File: src/design/b64sd_pkg.sv
// Package with the alphabet decode, status codes and sextet lookup type of the base64 decoder.
package b64sd_pkg;

    // End-of-message status codes.
    localparam logic [2:0] STAT_OK       = 3'd0;
    localparam logic [2:0] STAT_BAD_LEN  = 3'd1;
    localparam logic [2:0] STAT_BAD_PAD  = 3'd2;
    localparam logic [2:0] STAT_BAD_CHAR = 3'd3;
    localparam logic [2:0] STAT_PAD_BITS = 3'd4;

    // The padding character '='.
    localparam logic [7:0] PAD_CHAR = 8'h3D;

    // Sextet lookup result: invalid flag and 6-bit value.
    typedef struct packed {
        logic       invalid;
        logic [5:0] value;
    } sextet_t;

    // Maps one character of the standard alphabet to its sextet.
    function automatic sextet_t sextet_of(input logic [7:0] c);
        sextet_t r;
        logic [7:0] t;
        r = '{invalid: 1'b0, value: 6'd0};
        t = 8'd0;
        if (c inside {[8'h41:8'h5A]}) begin
            t = c - 8'd65;
        end else if (c inside {[8'h61:8'h7A]}) begin
            t = c - 8'd71;
        end else if (c inside {[8'h30:8'h39]}) begin
            t = c + 8'd4;
        end else if (c == 8'h2B) begin
            t = 8'd62;
        end else if (c == 8'h2F) begin
            t = 8'd63;
        end else begin
            r.invalid = 1'b1;
        end
        r.value = t[5:0];
        return r;
    endfunction

endpackage

File: src/design/base64_strict_decoder.sv
// Top level of the strict base64 decoder: character decode, group checks and result drain.
// A result beat is offered in the cycle after the character that causes it is accepted.
// One character per cycle unless stalled; a bundle register drains one beat per cycle unless held.
// A character that completes a group or ends a message stalls only while the previous
// bundle (up to three bytes and a status) is still draining; with every beat taken, groups
// of four never wait, while a short message right after a four-beat bundle may have to wait.
// Reset: asynchronous, active low; clears group state, error state and the result bundle.
module base64_strict_decoder
(
    input  logic       clk,
    input  logic       rst_n,
    input  logic       src_valid,
    output logic       src_stall,
    input  logic [7:0] ch,
    input  logic       final_char,
    output logic       res_valid,
    input  logic       res_stall,
    output logic [7:0] data_byte,
    output logic       is_status,
    output logic [2:0] status,
    output logic       run_end
);
    import b64sd_pkg::*;

    // Group and message state.
    logic [1:0]  group_pos_reg, group_pos_next;
    logic [17:0] sextet_acc_reg, sextet_acc_next;
    logic        third_was_pad_reg, third_was_pad_next;
    logic        bad_char_reg, bad_char_next;
    logic [2:0]  error_code_reg, error_code_next;

    // Result bundle: up to three bytes followed by an optional status beat.
    logic        bundle_valid_reg;
    logic [1:0]  beat_idx_reg;
    logic [1:0]  last_idx_reg;
    logic [1:0]  n_bytes_reg;
    logic        has_status_reg;
    logic [2:0]  status_reg;
    logic [7:0]  byte_reg [3];

    // Values computed for the beat being accepted.
    sextet_t     sx;
    logic        is_pad;
    logic        produces;
    logic [1:0]  n_bytes_new;
    logic        has_status_new;
    logic [2:0]  status_new;
    logic [23:0] group_value;
    logic        src_acc;
    logic        res_take;
    logic        last_take;

    assign sx     = sextet_of(ch);
    assign is_pad = (ch == PAD_CHAR);
    assign group_value = {sextet_acc_reg, (is_pad ? 6'd0 : sx.value)};

    // Only a fourth character or a final character can create results.
    assign produces  = final_char || (group_pos_reg == 2'd3);
    assign src_stall = bundle_valid_reg && !last_take && produces;
    assign src_acc   = src_valid && !src_stall;
    assign res_take  = bundle_valid_reg && !res_stall;
    assign last_take = res_take && (beat_idx_reg == last_idx_reg);

    // Decode one character and update the group state.
    always_comb
    begin
        logic       bad_all;
        logic       fourth_pad;
        logic [5:0] second_sx;
        logic [5:0] third_sx;

        bad_all    = 1'b0;
        fourth_pad = 1'b0;
        second_sx  = sextet_acc_reg[11:6];
        third_sx   = sextet_acc_reg[5:0];

        group_pos_next     = group_pos_reg;
        sextet_acc_next    = sextet_acc_reg;
        third_was_pad_next = third_was_pad_reg;
        bad_char_next      = bad_char_reg;
        error_code_next    = error_code_reg;
        n_bytes_new        = 2'd0;
        has_status_new     = 1'b0;
        status_new         = STAT_OK;

        if (group_pos_reg != 2'd3) begin
            if (group_pos_reg == 2'd2 && is_pad) begin
                third_was_pad_next = 1'b1;
                sextet_acc_next    = {sextet_acc_reg[11:0], 6'd0};
            end else begin
                bad_char_next   = bad_char_reg | sx.invalid;
                sextet_acc_next = {sextet_acc_reg[11:0],
                                   (sx.invalid ? 6'd0 : sx.value)};
            end
            group_pos_next = group_pos_reg + 2'd1;
        end else begin
            fourth_pad = is_pad;
            bad_all    = bad_char_reg | (!fourth_pad && sx.invalid);
            if (error_code_reg == STAT_OK) begin
                if ((third_was_pad_reg && !fourth_pad) ||
                    ((third_was_pad_reg || fourth_pad) && !final_char)) begin
                    error_code_next = STAT_BAD_PAD;
                end else if (bad_all) begin
                    error_code_next = STAT_BAD_CHAR;
                end else if ((third_was_pad_reg && second_sx[3:0] != 4'd0) ||
                             (fourth_pad && !third_was_pad_reg &&
                              third_sx[1:0] != 2'd0)) begin
                    error_code_next = STAT_PAD_BITS;
                end else begin
                    // A padded third place implies a padded fourth place here.
                    n_bytes_new = 2'd1 + {1'b0, !third_was_pad_reg}
                                + {1'b0, !fourth_pad};
                end
            end
            group_pos_next     = 2'd0;
            sextet_acc_next    = '0;
            third_was_pad_next = 1'b0;
            bad_char_next      = 1'b0;
        end

        // The final character closes the message with a status beat.
        if (final_char) begin
            has_status_new     = 1'b1;
            status_new         = (group_pos_reg != 2'd3) ? STAT_BAD_LEN : error_code_next;
            group_pos_next     = 2'd0;
            sextet_acc_next    = '0;
            third_was_pad_next = 1'b0;
            bad_char_next      = 1'b0;
            error_code_next    = STAT_OK;
        end
    end

    // Control state and the bundle bookkeeping.
    always_ff @(posedge clk or negedge rst_n)
    begin
        if (!rst_n) begin
            group_pos_reg     <= 2'd0;
            sextet_acc_reg    <= '0;
            third_was_pad_reg <= 1'b0;
            bad_char_reg      <= 1'b0;
            error_code_reg    <= STAT_OK;
            bundle_valid_reg  <= 1'b0;
            beat_idx_reg      <= 2'd0;
            last_idx_reg      <= 2'd0;
            n_bytes_reg       <= 2'd0;
            has_status_reg    <= 1'b0;
            status_reg        <= STAT_OK;
        end else begin
            if (src_acc) begin
                group_pos_reg     <= group_pos_next;
                sextet_acc_reg    <= sextet_acc_next;
                third_was_pad_reg <= third_was_pad_next;
                bad_char_reg      <= bad_char_next;
                error_code_reg    <= error_code_next;
            end
            if (src_acc && (n_bytes_new != 2'd0 || has_status_new)) begin
                bundle_valid_reg <= 1'b1;
                beat_idx_reg     <= 2'd0;
                last_idx_reg     <= n_bytes_new + {1'b0, has_status_new} - 2'd1;
                n_bytes_reg      <= n_bytes_new;
                has_status_reg   <= has_status_new;
                status_reg       <= status_new;
            end else if (last_take) begin
                bundle_valid_reg <= 1'b0;
            end else if (res_take) begin
                beat_idx_reg <= beat_idx_reg + 2'd1;
            end
        end
    end

    // Decoded bytes of the bundle; no reset needed.
    always_ff @(posedge clk)
    begin
        if (src_acc && n_bytes_new != 2'd0) begin
            byte_reg[0] <= group_value[23:16];
            byte_reg[1] <= group_value[15:8];
            byte_reg[2] <= group_value[7:0];
        end
    end

    // Present the current beat of the bundle.
    always_comb
    begin
        res_valid = bundle_valid_reg;
        run_end   = (beat_idx_reg == last_idx_reg);
        if (beat_idx_reg < n_bytes_reg) begin
            data_byte = byte_reg[beat_idx_reg];
            is_status = 1'b0;
            status    = STAT_OK;
        end else begin
            data_byte = 8'd0;
            is_status = has_status_reg;
            status    = status_reg;
        end
    end

`ifndef SYNTH
    // A final character always leaves a bundle to drain.
    a_final_loads: assert property (@(posedge clk) disable iff (!rst_n)
        src_valid && !src_stall && final_char |=> res_valid)
        else $error("final character did not produce a result bundle");

    // The status beat is always the last beat of its bundle.
    a_status_last: assert property (@(posedge clk) disable iff (!rst_n)
        res_valid && is_status |-> run_end)
        else $error("status beat is not the last beat");

    // With no bundle pending the input side is never held off.
    a_no_idle_stall: assert property (@(posedge clk) disable iff (!rst_n)
        !res_valid |-> !src_stall)
        else $error("input stalled while no result is pending");
`endif

endmodule

File: config.mk
export PLATFORM = sky130hd
export DESIGN_NAME = base64_strict_decoder
export DESIGN_NICKNAME = d
export VERILOG_FILES = /design/src/design/b64sd_pkg.sv /design/src/design/base64_strict_decoder.sv
export SDC_FILE = /design/constraint.sdc
export NUM_CORES = 1
export LEC_CHECK = 0
export ABC_CLOCK_PERIOD_IN_PS = 4800
export BUFFER_PORTS_ARGS = -buffer_cell sky130_fd_sc_hd__clkbuf_2
export CORE_ASPECT_RATIO = 0.9
export CORE_MARGIN = 1.5
export CORE_UTILIZATION = 46
export CTS_BUF_LIST = sky130_fd_sc_hd__clkbuf_4
export DETAILED_ROUTE_END_ITERATION = 10
export SYNTH_ARGS = -nofsm -noshare
export SYNTH_HDL_FRONTEND = slang
export SYNTH_SLANG_ARGS = --single-unit
File: constraint.sdc
create_clock -name clk -period 4.8 [get_ports clk]
set_input_delay 0.96 -clock clk [delete_from_list [all_inputs] [get_ports clk]]
set_output_delay 0.96 -clock clk [all_outputs]
set_load 0.01 [all_outputs]
After elaboration in Yosys (flattened, before gate mapping)
Memory sizes are Yosys's and may differ from the RTL's. Cells that the tools add are included.

Register bits after elaboration: 36. RAM bits: 24. Input port bits: 13. Memories: 1.

Memories: byte_reg (depth 3, width 8, read ports 1, clocked after Yosys merged registers in 0, wr ports 3, line base64_strict_decoder.sv:39) `logic [7:0] byte_reg [3];`.

Add/subtract/negate cells: 9. Magnitude comparators: 7. Equal/unequal tests: 10. Multiplexer cells: 47. Bitwise operators: 2. Reduce and logical (&&, ||, !) cells: 37.

Operator list (number): 6-bit 2-to-1 mux (8); 18-bit 2-to-1 mux (2); 3-bit 2-to-1 mux (9); 8-bit by 6-bit == test with 1-bit output (second input constant) (3); 2-bit 2-to-1 mux (10); 1-bit logical AND (17); 1-bit 2-to-1 mux (17); 8-bit by 7-bit greater-or-equal comparator with 1-bit output (second input constant) (2); 8-bit by 7-bit less-or-equal comparator with 1-bit output (second input constant) (2); 8-bit by 6-bit greater-or-equal comparator with 1-bit output (second input constant) (1); 8-bit by 6-bit less-or-equal comparator with 1-bit output (second input constant) (1); 8-bit 2-to-1 mux (1); 2-bit nonzero test (4); 6-bit by 3-bit adder with 6-bit output (second input constant) (1); 1-bit zero test (6); 2-bit AND reduction (3); 6-bit by 1-bit subtractor with 6-bit output (second input constant) (1); 6-bit by 3-bit subtractor with 6-bit output (second input constant) (1); 1-bit logical OR (5); 2-bit by 1-bit adder with 2-bit output (2); 2-bit by 1-bit adder with 2-bit output (second input constant) (2); 2-bit == test (second input constant) (2); 4-bit nonzero test (1); 3-bit zero test (1); 9 further kinds (10).

Depth between registers and ports, before layout
Gate-level depths: netlist (run 1).

Depth in word-level cells: 17. Gate-level depth with buffers: 14.

Worst setup path after synthesis (run 1)
Ideal clock, no wire load.

Kind: input to register. Start: input port ch[2]. End: register last_idx_reg[1]. Library setup time: 125 ps. Arrival: 4892 ps. Data required time: 4675 ps. Path slack: -217 ps. Cell stages on the path: 12. Path buffers: 1. Cells stage by stage: ha_1 -> and2_2 -> nand2_1 -> inv_1 -> ha_1 -> o21ai_0 -> nor4b_1 -> o211ai_1 -> a2111oi_2 -> nand2b_1 -> buf_6 -> mux2_4.

Word-level cells in the longest chain between the ends: 15.

RTL lines: start, declared (line base64_strict_decoder.sv:14) `input logic [7:0] ch,`; branches (longest 9 deep; another with 8-bit by 6-bit greater-or-equal comparator with 1-bit output); 2-bit 2-to-1 mux (*) (line base64_strict_decoder.sv:100) `if ((third_was_pad_reg && !fourth_pad) ||`; 2-bit 2-to-1 mux (*) (line base64_strict_decoder.sv:99) `if (error_code_reg == STAT_OK) begin`; 2-bit 2-to-1 mux (*) (line base64_strict_decoder.sv:86) `if (group_pos_reg != 2'd3) begin`; branches (longest 3 deep; another with 2-bit by 1-bit adder with 2-bit output); end signal, assigned (line base64_strict_decoder.sv:159) `last_idx_reg <= n_bytes_new + {1'b0, has_status_new} - 2'd1;`; end, declared (line base64_strict_decoder.sv:35) `logic [1:0] last_idx_reg;`.

Every way passes the cells marked *. A chain may end at the register's enable or synchronous reset.

Worst setup path in the final report (run 1)
Start: input port ch[1]. End: register last_idx_reg[1].

Same word-level chain as after synthesis.

==> results of run 1 <==
[per-layer routing]
| layer | track usage | up-vias |
|---|---|---|
| li1 | - | 1232 |
| met1 | 0.288 | 1203 |
| met2 | 0.310 | 71 |
| met3 | 0.0437 | 11 |
| met4 | 0.0813 | 0 |
| met5 | 0 | - |
[cell families (layout without fill, tap and decap cells)]
group / count (synthesis) / in the layout / share of synthesized area
muxes: 14 / 14 / 0.0460
adders and majority gates: 15 / 15 / 0.0561
and+or+nand+nor: 101 / 101 / 0.150
DFF: 60 / 60 / 0.485
AOI/OAI and AO/OA: 92 / 92 / 0.208
buffers and inverters: 31 / 63 / 0.0393
xor gates and xnor gates: 6 / 6 / 0.0157
[layout make-up]
class / count / area (um2) / share of cell area
well taps: 93 / 116 / 0.0314
repair buffers: 30 / 158 / 0.0425
clock buffers: 10 / 75.1 / 0.0203
clock inverters: 6 / 63.8 / 0.0172
flip-flops and latches: 60 / 1620 / 0.438
inverters: 17 / 63.8 / 0.0172
multi-input cells: 228 / 1610 / 0.434
[worst paths after layout]
kind                                                 from                        endpoint  slack, ns
hold / removal             sextet_acc_reg[14]$_DFFE_PN0P_        byte_reg[0][4]$_DFFE_PP_       0.45
min in group asynchronous                           rst_n  sextet_acc_reg[16]$_DFFE_PN0P_       0.68
max in group asynchronous                           rst_n   sextet_acc_reg[0]$_DFFE_PN0P_       3.54
setup / recovery                                    ch[1]     last_idx_reg[1]$_DFFE_PN0P_       1.19
hold reg to reg            sextet_acc_reg[14]$_DFFE_PN0P_        byte_reg[0][4]$_DFFE_PP_       0.45
setup reg to reg              beat_idx_reg[1]$_DFFE_PN0P_       status_reg[1]$_DFFE_PN0P_       1.99
[power breakdown]
part | leakage [nW] | internal (W) | switching (W) | total [W]
Clock | 0.0728 | 0.000165 | 0.000189 | 0.000353
Combinational | 0.841 | 0.000181 | 0.000252 | 0.000433
Sequential | 0.705 | 0.000593 | 0.0000848 | 0.000677
[per-stage QoR]
step / area, um2 / total power (W) / instances
after floorplan: 3360 / 0.000984 / 319
after CTS: 3710 / 0.00148 / 444
after global placement: 3570 / 0.00112 / 428
after global routing: 3710 / 0.00156 / 444
final: 3710 / 0.00146 / 444
after detailed placement: 3570 / 0.00113 / 428
[layout by cell type, fill, tap and decap left out, drive strengths merged, types with 2 or more instances in the layout]
master     n
nor4b      2
ha        15
xor2       4
a31oi      2
nand2b     4
buf        3
o21ai     12
dfrtp     36
inv       18
edfxtp    24
a21oi     18
o221ai     2
mux2       5
clkinvlp   2
a31o       3
and2       8
o21a       3
nor3b      2
nand2     21
a2111oi    4
clkinv     2
mux2i      9
and4       2
nand3     11
a211o      2
clkbuf    37
a21o       4
xnor2      2
a211oi     3
a22o      15
and3       2
nor2      37
o31ai      3
nor2b      4
o211ai     7
nor3       3
[worst max-delay path: cells and delay by family]
| family | cells | cell delay (ns) |
|---|---|---|
| adders and majority gates | 2 | 0.47 |
| xor gates and xnor gates | 1 | 0.13 |
| and+or+nand+nor | 3 | 0.60 |
| muxes | 1 | 0.28 |
| buffers and inverters | 3 | 0.42 |
| AOI/OAI and AO/OA | 3 | 1.03 |
==> metrics.yaml, run 1 <==
outcome:
  status: "finished clean"
timing:
  fin_crit_sh: 0.752
  fmax_mhz: 277
  finClkSkew_ns: 0.0245
  finalHoldWorstSlack_ns: 0.451
  slew_headroom: 0.385
  fin_crit_ns: 3.61
  fin_tns_setup_ns: 0
  tightest_slew_ns: 0.922
  setup_violations: 0
  finalHoldViolCount: 0
  setup_slack_ns: 1.19
  rsz0062_at_grt: "false"
  drv_slew: 0
clock_tree:
  cts.sinks: 60
  cts.reportedPaths.clkPinSlew_ns: 0.12
  htreeDepth: 3
  clk_latency_ns: 0.40
  cts.repair.resized: 0
  clockBufferDepth: 2
  cts_root_buffer: "clkbuf_4"
  postCtsSetupRepairBufs: 0
  numCtsBuffers: 9
  cts_tree: "built"
  cts_hold_buf: 0
cells_and_area:
  syn_to_final_growth_pct: 10.8
  utilization: 0.526
  layout.nets: 374
  largest_reg_flops: 24
  fillCellCount: 647
  num_antenna_cells: 0
  drive_gt1_frac: 0.191
worst_setup_path:
  critPathKind: "in -> reg"
  cp_data_arrival_time_ns: 3.90
  required_ns: 5.09
  crit_path_top_delay_cell: "a2111oi_0"
  cp_slowest_stage_delay_ns: 0.68
  worst-path-max-fanout: 8
  crit_chain: "clkbuf_2 > inv_1 > ha_1 > and2_2 > nand2_1 > inv_1 > ha_1 > o21ai_0 > nor4b_1 > o211ai_1 > a2111oi_0 > xor2_1 > mux2_4"
  reg2reg_depth: 7
  cp-end-kind: "register"
  cp-start-kind: "input port"
detailed_routing:
  top_layer: "met4"
  firstDrtPassIters: 5
  met2WireLength_mm: 3.35
  drcViolationCount: 0
  drt-met1-wl_mm: 3.51
  finalWirelength_mm: 7.34
  drt-vias-per-instance: 5.67
  num_vias: 2517
  drt-initial-drc-count: 158
  dr_wl_met3_um: 343
  avgRoutedWirePerCell_um: 16.5
  ant_nets: 0
floorplan:
  coreArea_mm2: 0.00704
  start_util: 0.475
  fp.dieW_um: 92.9
  num_io_pins: 28
  die-area_mm2: 0.00779
  dieHeight_um: 83.9
  num_rows: 29
yosys:
  yosysWarnings: 0
  avgSynthCellArea_um2: 10.5
  yosys-top-cells-count: "nor2_1 (37), dfrtp_1 (36), edfxtp_1 (24), nand2_1 (21), a21oi_1 (18)"
  synth_area_mm2: 0.00334
  seq_area_frac_synth: 0.485
  synth.most_common_cell: "nor2_1"
  synth-async-reset-ratio: 0.600
  syn_inst: 319
  synth_cell_types: 63
  synth_largest_area_cell: "dfrtp_1"
  synth_edf_count: 24
  synth_nets: 347
  ys_top_cells_by_area: "dfrtp_1 (27%), edfxtp_1 (22%), ha_1 (5.6%), nor2_1 (4.2%), a22o_1 (3.9%)"
  ys_seq_elements: 60
  synth.top_cell.area_share: 0.269
  synth_flop_cell: "dfrtp_1"
global_route:
  grt_pass1_wl_mm: 12.3
  grt_max_degree: 37
  antenna_found_initial: 0
  grt_remaining_overflow: 0
  grt_pass1_vias: 2405
  grt_use_total: 0.206
placement:
  place_congestion: 0.846
  port_buffers: 27
  pre_cts_slack_ns: 0.803
  dp_hpwl_mm: 5.26
hold_path:
  min_path_type: "reg -> reg"
  hold_depth: 0
power:
  vdd_drop_max_mv: 0.169
  powerDensity_mw_per_mm2: 395
  leakagePower_nw: 1.62
flow_run:
  drv_cap: 0
Power figures use the tool's default switching activity.
==> inputs of run 2 (changes only) <==
ABC_CLOCK_PERIOD_IN_PS = 3050   (was 4800)
PLACE_DENSITY = 0.66   (was unset)
clock period = 3.05 ns   (was 4.8 ns; I/O delays follow)
==> metrics.yaml, run 2 (same netlist as run 1, synthesis figures left out) <==
outcome:
  status: "finished clean"
hold_path:
  min_path_type: "in -> async"
floorplan:
  coreArea_mm2: 0.00704
  num_rows: 29
  die-area_mm2: 0.00779
  start_util: 0.475
  fp.dieW_um: 92.9
  num_io_pins: 28
  dieHeight_um: 83.9
worst_setup_path:
  crit_chain: "buf_4 > ha_1 > o21ai_0 > nand2b_1 > and2_1 > clkbuf_2"
  cp-end-kind: "output port"
  cp-start-kind: "register"
  cp_top_family: "simple AND/OR/NAND/NOR gates"
  worst-path-max-fanout: 18
  cp_data_arrival_time_ns: 2.05
  critPathKind: "reg -> out"
  crit_path_top_delay_cell: "dfrtp_1"
  required_ns: 2.44
  path_buf_inv: 2
  cp_slowest_stage_delay_ns: 0.40
cells_and_area:
  fillCellCount: 614
  mostFrequentLayoutCells: "nor2_1 (37), dfrtp_1 (36), clkbuf_2 (27), buf_4 (27), edfxtp_1 (24)"
  largest_reg_flops: 24
  utilization: 0.564
  num_antenna_cells: 0
  syn_to_final_growth_pct: 18.7
  layout.nets: 400
  drive_gt1_frac: 0.265
  fin_cells: 470
  stdcell_area_mm2: 0.00397
  final_common_cell: "nor2_1"
timing:
  finalHoldViolCount: 0
  finClkSkew_ns: 0.0139
  fmax_mhz: 376
  slew_headroom: 0.397
  drv_slew: 0
  setup_violations: 0
  rsz0062_at_grt: "false"
  fin_crit_sh: 0.873
  tightest_slew_ns: 0.905
  fin_crit_ns: 2.66
clock_tree:
  cts.repair.resized: 0
  clk_latency_ns: 0.40
  clockBufferDepth: 2
  cts_hold_buf: 0
  numCtsBuffers: 9
  cts.sinks: 60
  postCtsSetupRepairBufs: 0
  cts_root_buffer: "clkbuf_4"
  cts.reportedPaths.clkPinSlew_ns: 0.11
  htreeDepth: 3
  cts_tree: "built"
power:
  power_w: 0.00237
  powerDensity_mw_per_mm2: 597
  leakagePower_nw: 1.75
  vdd_drop_max_mv: 0.220
global_route:
  grt_use_total: 0.208
  grt_pass1_wl_mm: 12.7
  grt_pass1_vias: 2658
  antenna_found_initial: 0
  grt_remaining_overflow: 0
  grt_max_degree: 37
detailed_routing:
  finalWirelength_mm: 7.57
  ant_nets: 0
  avgRoutedWirePerCell_um: 16.1
  drcViolationCount: 0
  drt-initial-drc-count: 151
  drt-vias-per-instance: 5.68
  firstDrtPassIters: 5
  num_vias: 2670
placement:
  dp_hpwl_mm: 5.65
  port_buffers: 27
  place_congestion: 0.863
  dpl-instance-area_mm2: 0.00383
  place_inst: 454
flow_run:
  drv_cap: 0
run 2: cell count changes in the layout (fill, tap and decap cells not counted), moves of 2 or more:
cell / change
ha_4: +2
buf_4: +24
ha_1: -3
buf_12: +2
run 2: area by class of cell:
type	instances	area, um2	share of cell area
multi-input combinational	228	1650	0.416
sequential	60	1620	0.408
timing repair buffer	56	378	0.0951
tap	93	116	0.0293
clock buffer	10	75.1	0.0189
clock inverter	6	63.8	0.0161
inverter	17	63.8	0.0161
run 2: worst paths after layout:
path | from | end | slack [ns] | depth (start not counted)
worst max-delay path | beat_idx_reg[1]$_DFFE_PN0P_ | status[2] | 0.39 | 6
worst min-delay path | rst_n | error_code_reg[1]$_DFFE_PN0P_ | 0.32 | 1
worst max register to register | sextet_acc_reg[7]$_DFFE_PN0P_ | last_idx_reg[1]$_DFFE_PN0P_ | 0.63 | 7
worst min register to register | sextet_acc_reg[17]$_DFFE_PN0P_ | byte_reg[0][7]$_DFFE_PP_ | 0.46 | 0
max in group asynchronous | rst_n | group_pos_reg[0]$_DFFE_PN0P_ | 2.16 | 1
min in group clk | sextet_acc_reg[17]$_DFFE_PN0P_ | byte_reg[0][7]$_DFFE_PP_ | 0.46 | 0
run 2: report_power, final:
part | switching, W | internal [W] | total (W) | leakage, nW
sequential | 0.0000790 | 0.000934 | 0.00101 | 0.705
combinational | 0.000470 | 0.000332 | 0.000802 | 0.976
clock | 0.000296 | 0.000259 | 0.000555 | 0.0728
total | 0.000845 | 0.00152 | 0.00237 | 1.75
run 2: stage by stage:
step	worst slack (ns)	setup TNS [ns]	hold WS [ns]
6_report	0.388	0	0.319
5_1_grt	0.176	0	0.385
4_1_cts	0.342	0	0.346
3_5_place_dp	0.0739	0	0.435
3_3_place_gp	0.138	0	0.434
2_1_floorplan	-0.628	-8.05	0.314
run 2: metal layers:
metal  share of wire  wire (um)  track usage  vias up
li1                -          -            -     1280
met1            0.46       3450        0.275     1314
met2            0.48       3640        0.342       67
met3           0.050        375       0.0392        9
met4           0.013         99       0.0730        0
met5               0          0            0        -
==> inputs of run 3 (changes only) <==
ABC_AREA = 1   (was unset)
==> metrics.yaml, run 3 <==
global_route:
  grt_pass1_vias: 2686
  grt_pass1_wl_mm: 12.7
  antenna_found_initial: 0
  grt_max_degree: 37
  grt_remaining_overflow: 0
  grt_use_total: 0.205
timing:
  fin_tns_setup_ns: 0
  tightest_slew_ns: 0.916
  rsz0062_at_grt: "false"
  finClkSkew_ns: 0.0154
  finalHoldViolCount: 0
  setup_violations: 0
  slew_headroom: 0.390
  fin_crit_sh: 0.925
  fin_crit_ns: 2.82
  drv_slew: 0
  fmax_mhz: 354
clock_tree:
  postCtsSetupRepairBufs: 0
  clockBufferDepth: 2
  cts.sinks: 60
  cts.repair.resized: 0
  cts_root_buffer: "clkbuf_4"
  clk_latency_ns: 0.39
  cts_tree: "built"
  htreeDepth: 3
  cts.reportedPaths.clkPinSlew_ns: 0.09
  cts_hold_buf: 0
  numCtsBuffers: 9
worst_setup_path:
  worst-path-max-fanout: 8
  cp-end-kind: "output port"
  required_ns: 2.44
  cp_data_arrival_time_ns: 2.21
  cp_slowest_stage_delay_ns: 0.42
  cp_top_family: "compound AO/OA/AOI/OAI gates"
  critPathKind: "reg -> out"
  path_buf_inv: 2
  crit_path_top_delay_cell: "dfrtp_1"
  cp-start-kind: "register"
  crit_chain: "ha_1 > a21oi_1 > buf_4 > o21ai_0 > a31oi_1 > clkbuf_2"
detailed_routing:
  num_vias: 2727
  drt-vias-per-instance: 4.95
  drcViolationCount: 0
  finalWirelength_mm: 7.38
  drt-initial-drc-count: 131
  avgRoutedWirePerCell_um: 13.4
  ant_nets: 0
  firstDrtPassIters: 4
yosys:
  seq_area_frac_synth: 0.470
  synth_edf_count: 24
  ys_seq_elements: 60
  synth_nets: 438
  synth_flop_cell: "dfrtp_1"
  synth-async-reset-ratio: 0.600
  ys_top_cells_by_area: "dfrtp_1 (26%), edfxtp_1 (21%), nand2_1 (11%), inv_1 (6.3%), ha_1 (5.4%)"
  yosys-top-cells-count: "nand2_1 (100), inv_1 (58), dfrtp_1 (36), o21ai_0 (29), nor2_1 (26)"
  yosysWarnings: 0
  synth.most_common_cell: "nand2_1"
  synth_area_mm2: 0.00345
  synth_cell_types: 37
  syn_inst: 410
  avgSynthCellArea_um2: 8.41
  synth.top_cell.area_share: 0.261
  synth_largest_area_cell: "dfrtp_1"
cells_and_area:
  drive_gt1_frac: 0.188
  largest_reg_flops: 24
  fillCellCount: 661
  num_antenna_cells: 0
  layout.nets: 481
  syn_to_final_growth_pct: 13.4
  final_common_cell: "nand2_1"
  mostFrequentLayoutCells: "nand2_1 (100), inv_1 (57), dfrtp_1 (36), o21ai_0 (29), clkbuf_2 (27)"
floorplan:
  num_rows: 29
  start_util: 0.482
  num_io_pins: 28
  dieHeight_um: 85.1
  coreArea_mm2: 0.00715
  die-area_mm2: 0.00803
  fp.dieW_um: 94.3
placement:
  port_buffers: 27
  place_congestion: 0.921
  dp_hpwl_mm: 5.57
power:
  powerDensity_mw_per_mm2: 651
  leakagePower_nw: 1.93
  power_w: 0.00255
  vdd_drop_max_mv: 0.235
outcome:
  status: "finished clean"
flow_run:
  drv_cap: 0
hold_path:
  min_path_type: "in -> async"
-- run 3: cell count changes in the layout (fill, tap and decap cells not counted), moves of 5 or more --
cell and delta:
mux2i_1 -9, nand2_1 +80, a22o_1 -15, and2_1 -7
xor2_1 +7, buf_4 -11, a31oi_1 +5, nand3_1 +13
nand3_2 +10, nor2_1 -11, inv_1 +41, o22ai_1 +10
o21ai_0 +18
-- run 3: worst paths after layout --
kind	startpoint	endpoint	slack (ns)	cells past startpoint
max reg2reg	beat_idx_reg[0]$_DFFE_PN0P_	last_idx_reg[0]$_DFFE_PN0P_	0.58	10
max in group asynchronous	rst_n	sextet_acc_reg[9]$_DFFE_PN0P_	2.14	1
max	beat_idx_reg[1]$_DFFE_PN0P_	data_byte[3]	0.23	6
min	rst_n	beat_idx_reg[0]$_DFFE_PN0P_	0.34	1
min reg2reg	sextet_acc_reg[5]$_DFFE_PN0P_	byte_reg[1][3]$_DFFE_PP_	0.46	0
min in group clk	sextet_acc_reg[5]$_DFFE_PN0P_	byte_reg[1][3]$_DFFE_PP_	0.46	0
-- run 3: worst reg2reg max path, stage by stage, from the launching register on --
cell and delay [ns]:
dfrtp_1 0.52, or2_1 0.28, a21oi_2 0.18, nand2_1 0.10, nand3_1 0.10, nand2_1 0.35
nor2_4 0.24, inv_1 0.26, nand2_1 0.25, nand2_1 0.08, nand2_1 0.06
-- run 3: per-stage QoR --
| step | hold WS, ns | util | worst slack [ns] | area (um2) | instances |
|---|---|---|---|---|---|
| finish | 0.336 | 0.547 | 0.227 | 3910 | 551 |
| detailed placement | 0.431 | 0.525 | 0.115 | 3750 | 535 |
| CTS | 0.367 | 0.547 | 0.196 | 3910 | 551 |
| floorplan | 0.314 | - | 0.107 | 3450 | 410 |
| global route | 0.392 | 0.547 | 0.0277 | 3910 | 551 |
| global placement | 0.431 | 0.525 | 0.163 | 3750 | 535 |
-- run 3: cell type report --
class	instances	area, um2	area share
flip-flops and latches	60	1620	0.415
inverters	64	244	0.0624
well taps	93	116	0.0298
clock buffers	12	90.1	0.0230
repair buffers	43	255	0.0653
multi-input cells	275	1510	0.387
clock inverters	4	67.6	0.0173
-- run 3: cells by family after synthesis --
logic type | Yosys count | synth area share
AO/OA/AOI/OAI | 70 | 0.117
XOR/XNOR | 12 | 0.0305
adder cells (fa/ha/maj) | 15 | 0.0544
buffers and inverters | 75 | 0.0907
flip-flops | 60 | 0.470
AND/OR/NAND/NOR | 178 | 0.237
-- run 3: routing by layer --
layer / share of wire / vias up / global-route usage
met5: 0 / - / 0
met4: 0.014 / 0 / 0.0570
met3: 0.039 / 9 / 0.0457
met2: 0.44 / 58 / 0.316
met1: 0.50 / 1235 / 0.290
li1: - / 1425 / -
-- run 3: where the power goes --
part / leakage (nW) / switching, W / total, W / internal (W)
clock: 0.0866 / 0.000276 / 0.000632 / 0.000356
sequential: 0.695 / 0.000106 / 0.00109 / 0.000988
combinational: 1.15 / 0.000516 / 0.000819 / 0.000303
total: 1.93 / 0.000898 / 0.00255 / 0.00165
